`config.mk`:
```
export PLATFORM = sky130hd
export DESIGN_NAME = floppy_chs_transfer_sequencer_core
export DESIGN_NICKNAME = d
export VERILOG_FILES = /design/src/hdl/fcts_pkg.sv /design/src/hdl/fcts_divu.sv /design/src/hdl/floppy_chs_transfer_sequencer_core.sv
export SDC_FILE = /design/constraint.sdc
export NUM_CORES = 1
export LEC_CHECK = 0
export BUFFER_PORTS_ARGS = -buffer_cell sky130_fd_sc_hd__buf_2
export CAP_MARGIN = 15
export CELL_PAD_IN_SITES_DETAIL_PLACEMENT = 1
export CELL_PAD_IN_SITES_GLOBAL_PLACEMENT = 1
export CORE_ASPECT_RATIO = 0.9
export CORE_MARGIN = 3
export CORE_UTILIZATION = 45
export DETAILED_ROUTE_END_ITERATION = 6
export PLACE_DENSITY = 0.87
export SYNTH_ARGS = -nofsm -noshare
export SYNTH_HDL_FRONTEND = slang
export SYNTH_SLANG_ARGS = --single-unit
```
`constraint.sdc`:
```
create_clock -name clk -period 7.67 [get_ports clk]
set_input_delay 0.767 -clock clk [delete_from_list [all_inputs] [get_ports clk]]
set_output_delay 0.767 -clock clk [all_outputs]
set_load 0.02 [all_outputs]
```
`src/hdl/fcts_pkg.sv`:
```
// fcts_pkg: shared types and codes of the floppy CHS transfer sequencer.
// Used by the divider, the core and the checker; depends on nothing.

package fcts_pkg;

	localparam logic [1:0] OP_REQUEST = 2'd0;
	localparam logic [1:0] OP_FETCH   = 2'd1;
	localparam logic [1:0] OP_RESULT  = 2'd2;

	localparam logic [2:0] STAT_ACCEPTED  = 3'd0;
	localparam logic [2:0] STAT_BAD_REQ   = 3'd1;
	localparam logic [2:0] STAT_ISSUED    = 3'd2;
	localparam logic [2:0] STAT_NO_CHUNK  = 3'd3;
	localparam logic [2:0] STAT_XFER_OK   = 3'd4;
	localparam logic [2:0] STAT_WRITE_PROT = 3'd5;
	localparam logic [2:0] STAT_XFER_FAIL = 3'd6;

	localparam logic [1:0] CFG_SECTORS_PER_TRACK = 2'd0;
	localparam logic [1:0] CFG_FS_BLOCK_SECTORS  = 2'd1;
	localparam logic [1:0] CFG_TOTAL_SECTORS     = 2'd2;

	localparam logic [5:0]  RST_SECTORS_PER_TRACK = 6'd18;
	localparam logic [3:0]  RST_FS_BLOCK_SECTORS  = 4'd2;
	localparam logic [14:0] RST_TOTAL_SECTORS     = 15'd2880;

	localparam logic [7:0] ST0_TEST_MASK    = 8'hf8;
	localparam int unsigned ST1_NOT_WRITABLE_BIT = 1;

	localparam int unsigned LBA_W = 15;
	localparam int unsigned SPC_W = 7;

	typedef struct packed {
		logic [2:0] status;
		logic       drive;
		logic [7:0] cylinder;
		logic       head;
		logic [5:0] sector;
		logic [6:0] count;
		logic       write_dir;
	} result_t;

	function automatic result_t no_chunk(input logic [2:0] status);
		result_t r;
		r = '0;
		r.status = status;
		return r;
	endfunction

endpackage

```
`src/hdl/fcts_divu.sv`:
```
// fcts_divu: bit-serial restoring divider, one quotient bit per cycle.
// Divides a sector address by the cylinder size; depends on fcts_pkg.

module fcts_divu (
	input  logic                           clk,
	input  logic                           arst_n,
	input  logic                           start,
	input  logic [fcts_pkg::LBA_W-1:0]     dividend,
	input  logic [fcts_pkg::SPC_W-1:0]     divisor,
	output logic                           done,
	output logic [fcts_pkg::LBA_W-1:0]     quotient,
	output logic [fcts_pkg::SPC_W-1:0]     remainder
);

	localparam int unsigned CNT_W = $clog2(fcts_pkg::LBA_W);

	logic                         run_q;
	logic                         done_q;
	logic [CNT_W-1:0]             cnt_q;
	logic [fcts_pkg::LBA_W-1:0]   quo_q;
	logic [fcts_pkg::SPC_W-1:0]   rem_q;
	logic [fcts_pkg::SPC_W:0]     shifted;
	logic                         fits;
	logic [fcts_pkg::SPC_W:0]     diff;

	assign shifted = {rem_q, quo_q[fcts_pkg::LBA_W-1]};
	assign fits    = shifted >= {1'b0, divisor};
	assign diff    = shifted - {1'b0, divisor};

	always_ff @(posedge clk or negedge arst_n) begin
		if (!arst_n) begin
			run_q  <= 1'b0;
			done_q <= 1'b0;
			cnt_q  <= '0;
		end else begin
			done_q <= 1'b0;
			if (start) begin
				run_q <= 1'b1;
				cnt_q <= '0;
			end else if (run_q) begin
				if (cnt_q == CNT_W'(fcts_pkg::LBA_W - 1)) begin
					run_q  <= 1'b0;
					done_q <= 1'b1;
				end
				cnt_q <= cnt_q + 1'b1;
			end
		end
	end

	always_ff @(posedge clk) begin
		if (start) begin
			quo_q <= dividend;
			rem_q <= '0;
		end else if (run_q) begin
			quo_q <= {quo_q[fcts_pkg::LBA_W-2:0], fits};
			rem_q <= fits ? diff[fcts_pkg::SPC_W-1:0] : shifted[fcts_pkg::SPC_W-1:0];
		end
	end

	assign done      = done_q;
	assign quotient  = quo_q;
	assign remainder = rem_q;

endmodule

```
`src/hdl/floppy_chs_transfer_sequencer_core.sv`:
```
// floppy_chs_transfer_sequencer_core: splits block requests into cylinder-bounded
// CHS chunks and judges controller results. Depends on fcts_pkg and fcts_divu.
//
// Usage:
//  - Command channel: present op and its fields with start high; the command is
//    taken at a clock edge where start is high and busy is low. busy stays high
//    until the command's work is finished.
//  - Result channel: done pulses for one cycle with status and chunk fields.
//    The receiver cannot stall; each result is shown exactly once.
//  - A fetch of a new chunk waits for the serial divider splitting the cursor into
//    cylinder and offset; a repeated fetch returns the pending chunk without it.
//    A result with clean status bytes is judged via the product registers.
//    An unused op keeps busy high for one cycle and returns nothing.
//  - A new command can be taken the cycle after busy falls, while done of the
//    previous command is still showing.
//  - Config: cfg_we writes cfg_data into register cfg_index at once; write only
//    while idle. Reset restores default geometry (18 sectors, 2 per block,
//    2880 total) and closes any request.

module floppy_chs_transfer_sequencer_core #(
	parameter int MAX_CYLINDERS         = 255,
	parameter int MAX_SECTORS_PER_TRACK = 63
) (
	input  logic        clk,
	input  logic        arst_n,
	input  logic        start,
	output logic        busy,
	input  logic [1:0]  op,
	input  logic        is_write,
	input  logic        drive,
	input  logic [14:0] block,
	input  logic [14:0] block_count,
	input  logic [7:0]  st0,
	input  logic [7:0]  st1,
	input  logic [7:0]  st2,
	input  logic [7:0]  res_cylinder,
	input  logic [7:0]  res_head,
	input  logic [7:0]  res_sector,
	input  logic        cfg_we,
	input  logic [1:0]  cfg_index,
	input  logic [14:0] cfg_data,
	output logic        done,
	output logic [2:0]  status,
	output logic        out_drive,
	output logic [7:0]  cylinder,
	output logic        head,
	output logic [5:0]  sector,
	output logic [6:0]  count,
	output logic        write_dir
);

	localparam logic [2:0] S_IDLE  = 3'd0;
	localparam logic [2:0] S_REQ   = 3'd1;
	localparam logic [2:0] S_FETCH = 3'd2;
	localparam logic [2:0] S_DIV   = 3'd3;
	localparam logic [2:0] S_RES   = 3'd4;
	localparam logic [2:0] S_MUL   = 3'd5;
	localparam logic [2:0] S_SUM   = 3'd6;

	logic [2:0]  state_q;

	logic [5:0]  spt_cfg_q;
	logic [3:0]  fbs_cfg_q;
	logic [14:0] total_cfg_q;

	logic [14:0] cursor_q;
	logic [14:0] remaining_q;
	logic        active_q;
	logic        pending_q;
	logic        req_write_q;
	logic        req_drive_q;
	logic [7:0]  chunk_cyl_q;
	logic        chunk_head_q;
	logic [5:0]  chunk_sector_q;
	logic [6:0]  chunk_count_q;

	logic [1:0]  op_q;
	logic        is_write_q;
	logic        drive_q;
	logic [14:0] block_q;
	logic [14:0] block_count_q;
	logic [7:0]  st0_q;
	logic [7:0]  st1_q;
	logic [7:0]  st2_q;
	logic [7:0]  rc_q;
	logic [7:0]  rh_q;
	logic [7:0]  rs_q;

	logic signed [16:0] p_cyl_q;
	logic signed [15:0] p_head_q;
	logic signed [8:0]  d_sec_q;

	logic                  done_q;
	fcts_pkg::result_t     res_q;
	fcts_pkg::result_t     chunk_res;
	fcts_pkg::result_t     fresh_res;

	logic [5:0]  spt;
	logic [6:0]  spc;
	logic [18:0] req_start;
	logic [18:0] req_n;
	logic [19:0] req_end;
	logic        req_bad;

	logic        div_start;
	logic        div_done;
	logic [14:0] div_quo;
	logic [6:0]  div_rem;
	logic        place_head;
	logic [5:0]  place_sector;
	logic [6:0]  room;
	logic [6:0]  place_count;

	logic signed [8:0]  d_cyl;
	logic signed [8:0]  d_head;
	logic signed [8:0]  d_sec;
	logic signed [7:0]  spc_s;
	logic signed [6:0]  spt_s;
	logic signed [16:0] p_cyl;
	logic signed [15:0] p_head;
	logic signed [17:0] sec_dist;
	logic               st_fail;
	logic [14:0]        rem_after;

	// effective track size
	always_comb begin
		spt = spt_cfg_q;
		if (spt == 6'd0)
			spt = 6'd1;
		if (spt > 6'(MAX_SECTORS_PER_TRACK))
			spt = 6'(MAX_SECTORS_PER_TRACK);
	end
	assign spc = {spt, 1'b0};

	assign req_start = {4'b0, block_q} * {15'b0, fbs_cfg_q};
	assign req_n     = {4'b0, block_count_q} * {15'b0, fbs_cfg_q};
	assign req_end   = {1'b0, req_start} + {1'b0, req_n};
	assign req_bad   = (req_start >= {4'b0, total_cfg_q}) || (req_n == 19'd0) ||
	                   (req_n > {4'b0, total_cfg_q}) || (req_end > {5'b0, total_cfg_q});

	assign div_start = (state_q == S_FETCH) && active_q && !pending_q;

	fcts_divu u_div (
		.clk       (clk),
		.arst_n    (arst_n),
		.start     (div_start),
		.dividend  (cursor_q),
		.divisor   (spc),
		.done      (div_done),
		.quotient  (div_quo),
		.remainder (div_rem)
	);

	assign place_head   = div_rem >= {1'b0, spt};
	assign place_sector = (place_head ? (div_rem[5:0] - spt) : div_rem[5:0]) + 6'd1;
	assign room         = spc - div_rem;
	assign place_count  = (remaining_q < {8'b0, room}) ? remaining_q[6:0] : room;

	assign d_cyl  = $signed({1'b0, rc_q}) - $signed({1'b0, chunk_cyl_q});
	assign d_head = $signed({1'b0, rh_q}) - $signed({8'b0, chunk_head_q});
	assign d_sec  = $signed({1'b0, rs_q}) - $signed({3'b0, chunk_sector_q});
	assign spc_s  = $signed({1'b0, spc});
	assign spt_s  = $signed({1'b0, spt});
	assign p_cyl  = d_cyl * spc_s;
	assign p_head = d_head * spt_s;
	assign sec_dist = 18'(p_cyl_q) + 18'(p_head_q) + 18'(d_sec_q);

	assign st_fail   = ((st0_q & fcts_pkg::ST0_TEST_MASK) != 8'd0) || (st1_q != 8'd0) ||
	                   (st2_q != 8'd0);
	assign rem_after = ({8'b0, chunk_count_q} >= remaining_q) ? 15'd0 :
	                   remaining_q - {8'b0, chunk_count_q};

	always_comb begin
		chunk_res           = '0;
		chunk_res.status    = fcts_pkg::STAT_ISSUED;
		chunk_res.drive     = req_drive_q;
		chunk_res.cylinder  = chunk_cyl_q;
		chunk_res.head      = chunk_head_q;
		chunk_res.sector    = chunk_sector_q;
		chunk_res.count     = chunk_count_q;
		chunk_res.write_dir = req_write_q;
	end

	// newly placed chunk
	always_comb begin
		fresh_res          = chunk_res;
		fresh_res.cylinder = div_quo[7:0];
		fresh_res.head     = place_head;
		fresh_res.sector   = place_sector;
		fresh_res.count    = place_count;
	end

	// configuration
	always_ff @(posedge clk or negedge arst_n) begin
		if (!arst_n) begin
			spt_cfg_q   <= fcts_pkg::RST_SECTORS_PER_TRACK;
			fbs_cfg_q   <= fcts_pkg::RST_FS_BLOCK_SECTORS;
			total_cfg_q <= fcts_pkg::RST_TOTAL_SECTORS;
		end else if (cfg_we) begin
			case (cfg_index)
				fcts_pkg::CFG_SECTORS_PER_TRACK: spt_cfg_q   <= cfg_data[5:0];
				fcts_pkg::CFG_FS_BLOCK_SECTORS:  fbs_cfg_q   <= cfg_data[3:0];
				fcts_pkg::CFG_TOTAL_SECTORS:     total_cfg_q <= cfg_data;
				default: ;
			endcase
		end
	end

	// command capture and product registers
	always_ff @(posedge clk) begin
		if (state_q == S_IDLE && start) begin
			op_q          <= op;
			is_write_q    <= is_write;
			drive_q       <= drive;
			block_q       <= block;
			block_count_q <= block_count;
			st0_q         <= st0;
			st1_q         <= st1;
			st2_q         <= st2;
			rc_q          <= res_cylinder;
			rh_q          <= res_head;
			rs_q          <= res_sector;
		end
		if (state_q == S_MUL) begin
			p_cyl_q  <= p_cyl;
			p_head_q <= p_head;
			d_sec_q  <= d_sec;
		end
	end

	// sequencer
	always_ff @(posedge clk or negedge arst_n) begin
		if (!arst_n) begin
			state_q        <= S_IDLE;
			done_q         <= 1'b0;
			res_q          <= '0;
			cursor_q       <= '0;
			remaining_q    <= '0;
			active_q       <= 1'b0;
			pending_q      <= 1'b0;
			req_write_q    <= 1'b0;
			req_drive_q    <= 1'b0;
			chunk_cyl_q    <= '0;
			chunk_head_q   <= 1'b0;
			chunk_sector_q <= '0;
			chunk_count_q  <= '0;
		end else begin
			done_q <= 1'b0;
			case (state_q)
				S_IDLE: begin
					if (start) begin
						case (op)
							fcts_pkg::OP_REQUEST: state_q <= S_REQ;
							fcts_pkg::OP_FETCH:   state_q <= S_FETCH;
							fcts_pkg::OP_RESULT:  state_q <= S_RES;
							default:              state_q <= S_REQ;
						endcase
					end
				end
				S_REQ: begin
					state_q <= S_IDLE;
					if (op_q == fcts_pkg::OP_REQUEST) begin
						done_q    <= 1'b1;
						pending_q <= 1'b0;
						if (req_bad) begin
							active_q <= 1'b0;
							res_q    <= fcts_pkg::no_chunk(fcts_pkg::STAT_BAD_REQ);
						end else begin
							cursor_q    <= req_start[14:0];
							remaining_q <= req_n[14:0];
							active_q    <= 1'b1;
							req_write_q <= is_write_q;
							req_drive_q <= drive_q;
							res_q       <= fcts_pkg::no_chunk(fcts_pkg::STAT_ACCEPTED);
						end
					end
				end
				S_FETCH: begin
					if (!active_q) begin
						done_q  <= 1'b1;
						res_q   <= fcts_pkg::no_chunk(fcts_pkg::STAT_NO_CHUNK);
						state_q <= S_IDLE;
					end else if (pending_q) begin
						done_q  <= 1'b1;
						res_q   <= chunk_res;
						state_q <= S_IDLE;
					end else begin
						state_q <= S_DIV;
					end
				end
				S_DIV: begin
					if (div_done) begin
						done_q  <= 1'b1;
						state_q <= S_IDLE;
						if (div_quo >= 15'(MAX_CYLINDERS)) begin
							active_q <= 1'b0;
							res_q    <= fcts_pkg::no_chunk(fcts_pkg::STAT_NO_CHUNK);
						end else begin
							chunk_cyl_q    <= div_quo[7:0];
							chunk_head_q   <= place_head;
							chunk_sector_q <= place_sector;
							chunk_count_q  <= place_count;
							pending_q      <= 1'b1;
							res_q          <= fresh_res;
						end
					end
				end
				S_RES: begin
					if (!pending_q) begin
						done_q  <= 1'b1;
						res_q   <= fcts_pkg::no_chunk(fcts_pkg::STAT_NO_CHUNK);
						state_q <= S_IDLE;
					end else if (req_write_q && st1_q[fcts_pkg::ST1_NOT_WRITABLE_BIT]) begin
						pending_q <= 1'b0;
						done_q    <= 1'b1;
						res_q     <= fcts_pkg::no_chunk(fcts_pkg::STAT_WRITE_PROT);
						state_q   <= S_IDLE;
					end else if (st_fail) begin
						pending_q <= 1'b0;
						done_q    <= 1'b1;
						res_q     <= fcts_pkg::no_chunk(fcts_pkg::STAT_XFER_FAIL);
						state_q   <= S_IDLE;
					end else begin
						pending_q <= 1'b0;
						state_q   <= S_MUL;
					end
				end
				S_MUL: begin
					state_q <= S_SUM;
				end
				S_SUM: begin
					done_q  <= 1'b1;
					state_q <= S_IDLE;
					if (sec_dist == $signed({11'b0, chunk_count_q})) begin
						cursor_q    <= cursor_q + {8'b0, chunk_count_q};
						remaining_q <= rem_after;
						if (rem_after == 15'd0)
							active_q <= 1'b0;
						res_q <= fcts_pkg::no_chunk(fcts_pkg::STAT_XFER_OK);
					end else begin
						res_q <= fcts_pkg::no_chunk(fcts_pkg::STAT_XFER_FAIL);
					end
				end
				default: state_q <= S_IDLE;
			endcase
		end
	end

	assign busy      = state_q != S_IDLE;
	assign done      = done_q;
	assign status    = res_q.status;
	assign out_drive = res_q.drive;
	assign cylinder  = res_q.cylinder;
	assign head      = res_q.head;
	assign sector    = res_q.sector;
	assign count     = res_q.count;
	assign write_dir = res_q.write_dir;

endmodule

```
# Word level (Yosys, flattened, before mapping)
# Index checks and enable logic that the tools add are counted.
[op_classes] reduce_logical=35 n_mux=63 bitwise=2 n_mul=4 eq_ne=22 n_addsub=13 n_lt_le_gt_ge=9
[ops] op="27-bit 2-to-1 mux" n=7
[ops] op="15-bit 2-to-1 mux" n=9
[ops] op="27-bit case mux with 5 select lines" n=1
[ops] op="15-bit case mux with 2 select lines" n=2
[ops] op="25-bit 2-to-1 mux" n=2
[ops] op="15-bit by 4-bit multiplier with 19-bit output" n=2
[ops] op="9-bit by 7-bit multiplier with 16-bit output" n=2
[ops] op="26-bit 2-to-1 mux" n=1
[ops] op="8-bit nonzero test" n=3
[ops] op="1-bit 2-to-1 mux" n=22
[ops] op="19-bit by 19-bit adder with 20-bit output" n=1
[ops] op="20-bit by 15-bit greater-than comparator with 1-bit output" n=1
[ops] op="19-bit by 15-bit >= comparator with 1-bit output" n=1
[ops] op="19-bit by 15-bit greater-than comparator with 1-bit output" n=1
[ops] op="19-bit zero test" n=1
[ops] op="17-bit by 16-bit adder with 18-bit output" n=1
[ops] op="18-bit by 9-bit adder with 18-bit output" n=1
[ops] op="18-bit by 8-bit == test with 1-bit output" n=1
[ops] op="6-bit 2-to-1 mux" n=3
[ops] op="15-bit by 7-bit adder with 15-bit output" n=1
[ops] op="15-bit by 8-bit >= comparator with 1-bit output, second input constant" n=1
[ops] op="7-bit by 15-bit >= comparator with 1-bit output" n=1
[ops] op="15-bit zero test" n=1
[ops] op="15-bit by 7-bit less-than comparator with 1-bit output" n=1
[ops] op="other kinds (44)" n=81
[word_totals] in_bits=103 word_cells=189 regBits=263 out_inout_bits=29

# Depth between registers and ports, before layout
[depth] word_depth=10 depth_mapped=35 depth_no_buf=32

# Cells and area by module
# Synthesis repeated with hierarchy kept, for this count alone.
[hier_totals] hier_cells=2466 hier_area_um2=23849.1
[by_module_without_submodules] mod="floppy_chs_transfer_sequencer_core" seq_area_each_um2=6414.9 area_each_um2=22106.2 instances=1 cells_each=2304
[by_module_without_submodules] mod="fcts_divu" seq_area_each_um2=740.7 area_each_um2=1742.9 instances=1 cells_each=162

# Worst setup path before layout
# No wires, ideal clock.
[synth_timing] path_type="register to register" startpoint="register fbs_cfg_q[1]" endpoint="register cursor_q[0]" n_path_buf=2 path_slack_ns=-0.145 synth_period_minus_slack_ns=7.815 arrival_time_ns=7.690 stages_incl_launch_ff=32 cell_sequence="dfstp_2 > clkbuf_1 > nand2_1 > fa_1 > fa_1 > inv_1 > fa_1 > a211oi_1 > o31a_1 > nor2b_1 > xnor2_1 > ha_1 > a21o_1 > or4_1 > a21oi_1 > o31a_1 > o21bai_1 > a21oi_1 > xnor2_1 > ha_1 > nand2_1 > or3_1 > o22a_1 > o2111ai_1 > nand3_1 > or4_1 > nor4_2 > nand4b_1 > or4_4 > nand2_4 > buf_6 > mux2_2"
[synth_between] elab_chain_cells=7 elab_cells_between_ends=12
[synth_lines] item="start: declaration" line_no="floppy_chs_transfer_sequencer_core.sv:63" rtl="logic [3:0] fbs_cfg_q;"
[synth_lines] item="start signal: assignment" line_no="floppy_chs_transfer_sequencer_core.sv:197" rtl="fbs_cfg_q <= fcts_pkg::RST_FS_BLOCK_SECTORS;"
[synth_lines] item="start signal: assignment" line_no="floppy_chs_transfer_sequencer_core.sv:202" rtl="fcts_pkg::CFG_FS_BLOCK_SECTORS: fbs_cfg_q <= cfg_data[3:0];"
[synth_lines] item="parallel branches: the longest is 4 deep, another holds 19-bit by 19-bit adder with 20-bit output"
[synth_lines] item="1-bit logical OR *" line_no="floppy_chs_transfer_sequencer_core.sv:139" rtl="(req_n > {4'b0, total_cfg_q}) || (req_end > {5'b0, total_cfg_q});"
[synth_lines] item="2-bit != test (no line) *"
[synth_lines] item="4-bit AND reduction (no line) *"
[synth_lines] item="end signal: assignment" line_no="floppy_chs_transfer_sequencer_core.sv:269" rtl="cursor_q <= req_start[14:0];"
[synth_lines] item="end signal: assignment" line_no="floppy_chs_transfer_sequencer_core.sv:335" rtl="cursor_q <= cursor_q + {8'b0, chunk_count_q};"
[synth_lines] item="end: declaration" line_no="floppy_chs_transfer_sequencer_core.sv:66" rtl="logic [14:0] cursor_q;"
# Every way passes the cells marked *.
# A chain may end at the register's enable or synchronous reset.

# Final worst setup path
[layout_timing] startpoint="register fbs_cfg_q[2]" endpoint="register remaining_q[2]"
[layout_between] elab_chain_cells=7 elab_cells_between_ends=15
[layout_lines] item="parallel branches: the longest is 7 deep, another holds 19-bit by 19-bit adder with 20-bit output"
[layout_lines] item="end signal: assignment" line_no="floppy_chs_transfer_sequencer_core.sv:270" rtl="remaining_q <= req_n[14:0];"
[layout_lines] item="end signal: assignment" line_no="floppy_chs_transfer_sequencer_core.sv:336" rtl="remaining_q <= rem_after;"
[layout_lines] item="end: declaration" line_no="floppy_chs_transfer_sequencer_core.sv:67" rtl="logic [14:0] remaining_q;"
# Parallel ways; which one is timed is not known. The select of a mux whose other input is x is not followed.

==> qor.txt <==
Max Cap Viol: 0
Yosys reg bits: 260
IO Count: 132
Placer Congestion: 0.901
Synth Area in Compound Gates: 0.136
RSZ-0062 raised after global routing: yes
Num CTS Buffers: 34
Crit Path Category: flop to flop
initial antenna violation count: 1
Fmax achieved: 130 MHz
# port buffers: 128
Tmin final: 7.69 ns
Critical Path RT: 8.09 ns
r2r endpoint: remaining_q[2]
Vias/cell: 5.80
first drt pass iteration count: 5
Crit. End Element: flop
R2R Setup Slk: -0.02 ns
Area after DPL: 0.0251 mm2
Slowest-stage cell, CP: fa_1
Synth top area share: 0.176
number of global-route vias before repair: 21100
Post-Synth Simple-Gate Area: 0.146
Crit path max-delay family: simple AND/OR/NAND/NOR gates
Slew Limit Fails: 0
Core ar.: 0.0506 mm2
Routed Antenna Nets: 0
Hold-fix buffers, CTS: 0
global route overflow: 0
mux share of post-synthesis cell area: 0.0387
failing checks: setup timing
most numerous cell on the critical path: buf_4
DP HPWL: 55700 um
post-synth top area cell: edfxtp_1
via count: 19000
global-route wire length before repair: 115000 um
clk_lat worst skew: 0.55 ns
filler cell count: 5689
ANT cells: 0
largest net degree at the start of global routing: 74
drc violations: 0
Startpoint Class: flop
worst slew pin tran: 1.16 ns
CTS root buffer: clkbuf_16
EDFF count, synth: 135
Initial DRC Count: 1216
Final period util: 1.00
die area: 0.0541 mm2
syn_nets: 2858
CTS tree: yes
r2r startpoint: fbs_cfg_q[2]
most frequent cell after synthesis: inv_1
WL per Instance: 21.9 um
setup violators final: 10
largest family of logic cells by synthesized area: adder cells
Yosys cell types: 85
GRT Overall Usage: 0.267
area added between synthesis and finish: 15.2%
share of cells above drive strength 1: 0.164
clock transition at the registers of the reported paths: 0.06 ns
DP Worst Slack: -0.358 ns
Rel. slew slack: 0.226
Netlist Area Pre-Place: 0.0231 mm2
status: finished, violations left
critical path peak fanout: 8
worst reg2reg path depth: 32
register area share after synthesis: 0.310
H-tree depth: 2
post-layout instance area: 0.0266 mm2
Final #Nets: 3070
crit-path max cell delay: 0.58 ns
top post-synthesis cells by area: edfxtp_1 18%, fa_1 13%, ha_1 13%
row cnt: 78
Synth async-reset ratio: 0.454
Starting Density: 0.457
Final Skew: 0.0194 ns
Syn Area/Cell: 9.79 um2
Hold Vio Cnt, Final: 0
Synth Area in XOR/XNOR: 0.0478
buffers and inverters on the worst path: 6
Die W: 245 um
maximum buffer depth of the clock tree: 3
top post-synthesis cells by count: 261 x inv_1, 243 x ha_1, 203 x nand2_1
Syn Inst Count: 2358
HP Class: input port to async pin
CTS Sinks: 260
final wirelength: 71700 um
ys flop type: edfxtp_1
final worst setup slack: -0.0219 ns
crit path DAT: 8.11 ns
Ys Warns: 0
adder-cell share of the synthesized area: 0.265
die height: 221 um
metal layers:
layer | GRT usage | part of all wire | vias up
met5 | 0 | 0.00011 | -
li1 | - | - | 8623
met1 | 0.347 | 0.43 | 9666
met2 | 0.447 | 0.48 | 547
met4 | 0.0924 | 0.037 | 2
met3 | 0.0506 | 0.061 | 159
logic make-up (layout without fill, tap and decap cells):
logic type / Yosys count / count (layout)
AO/OA/AOI/OAI: 483 / 483
XOR/XNOR: 126 / 126
adder cells (fa/ha/maj): 397 / 397
buffers and inverters: 335 / 573
flip-flops: 260 / 260
multiplexers: 82 / 82
AND/OR/NAND/NOR: 675 / 675
state kept, by name, summed over array words and instances (netlist names), 5 cells and up:
register         flops
total_cfg_q         15
chunk_sector_q       6
st2_q                8
block_count_q       15
st0_q                5
u_div.remainder      7
p_head_q            16
u_div.quotient      15
d_sec_q              9
rh_q                 8
chunk_cyl_q          8
sector               6
count                7
cursor_q            15
chunk_count_q        7
st1_q                8
cylinder             8
rc_q                 8
p_cyl_q             16
spt_cfg_q            6
rs_q                 8
block_q             15
remaining_q         15
repair_timing:
action,CTS,global route
gates resized for setup,39,16
setup buffers,20,5
gates cloned,0,0
pin swaps,29,20
endpoints found under the setup margin,33,34
through the flow:
step	hold WS, ns	instances	TNS (ns)	utilization
floorplan	0.432	2358	0	-
global placement	0.470	3189	-0.691	0.496
detailed placement	0.462	3189	-9.21	0.496
CTS	0.246	3271	0	0.524
global route	0.284	3276	-8.55	0.526
finish	0.245	3276	-0.149	0.526
area by class of cell:
| type | count | area, um2 | share of cell area |
|---|---|---|---|
| clock buffer | 49 | 980 | 0.0368 |
| clock inverter | 13 | 110 | 0.00414 |
| inverter | 261 | 980 | 0.0368 |
| multi-input combinational | 1763 | 14900 | 0.561 |
| sequential | 260 | 7160 | 0.269 |
| tap | 680 | 851 | 0.0320 |
| timing repair buffer | 250 | 1600 | 0.0601 |
worst max-delay path by stage:
stage	startpoint	end	slack [ns]	cells past startpoint
final	fbs_cfg_q[2]	remaining_q[2]	-0.02	32
after global routing	fbs_cfg_q[1]	cursor_q[5]	-0.33	30
after CTS	fbs_cfg_q[2]	remaining_q[3]	0.009	32
after detailed placement	fbs_cfg_q[3]	cursor_q[6]	-0.36	31
after global placement	fbs_cfg_q[3]	remaining_q[1]	-0.06	29
after floorplan	fbs_cfg_q[2]	cursor_q[0]	0.02	31
placed cells by master (no fill, tap or decap), types with 7 or more instances in the layout:
cell and count:
o21a_1 16, xor2_1 38, nand4_1 22, fa_1 152
nor2_1 121, o22ai_1 7, inv_1 260, buf_2 127
mux2i_1 23, a21o_1 51, edfxtp_1 135, o31ai_1 10
buf_4 118, a211oi_1 24, nand3_1 44, a21oi_1 129
o21ai_0 100, nand2b_1 27, mux2_2 55, xnor2_1 85
dfxtp_1 7, dfstp_2 7, dfrtp_1 109, clkbuf_1 10
ha_1 236, nor3_1 36, nand2_1 200, o21bai_1 19
and3_1 7, a22o_1 10, or3_1 10, clkbuf_16 36
and2_1 123, nor2b_1 19, a221oi_1 10, a31oi_1 13
o211ai_1 14, nor4_1 14
Power is left out: the tool's default activity adds up to more than one toggle a clock period on the data nets, which glitch-free logic cannot reach.
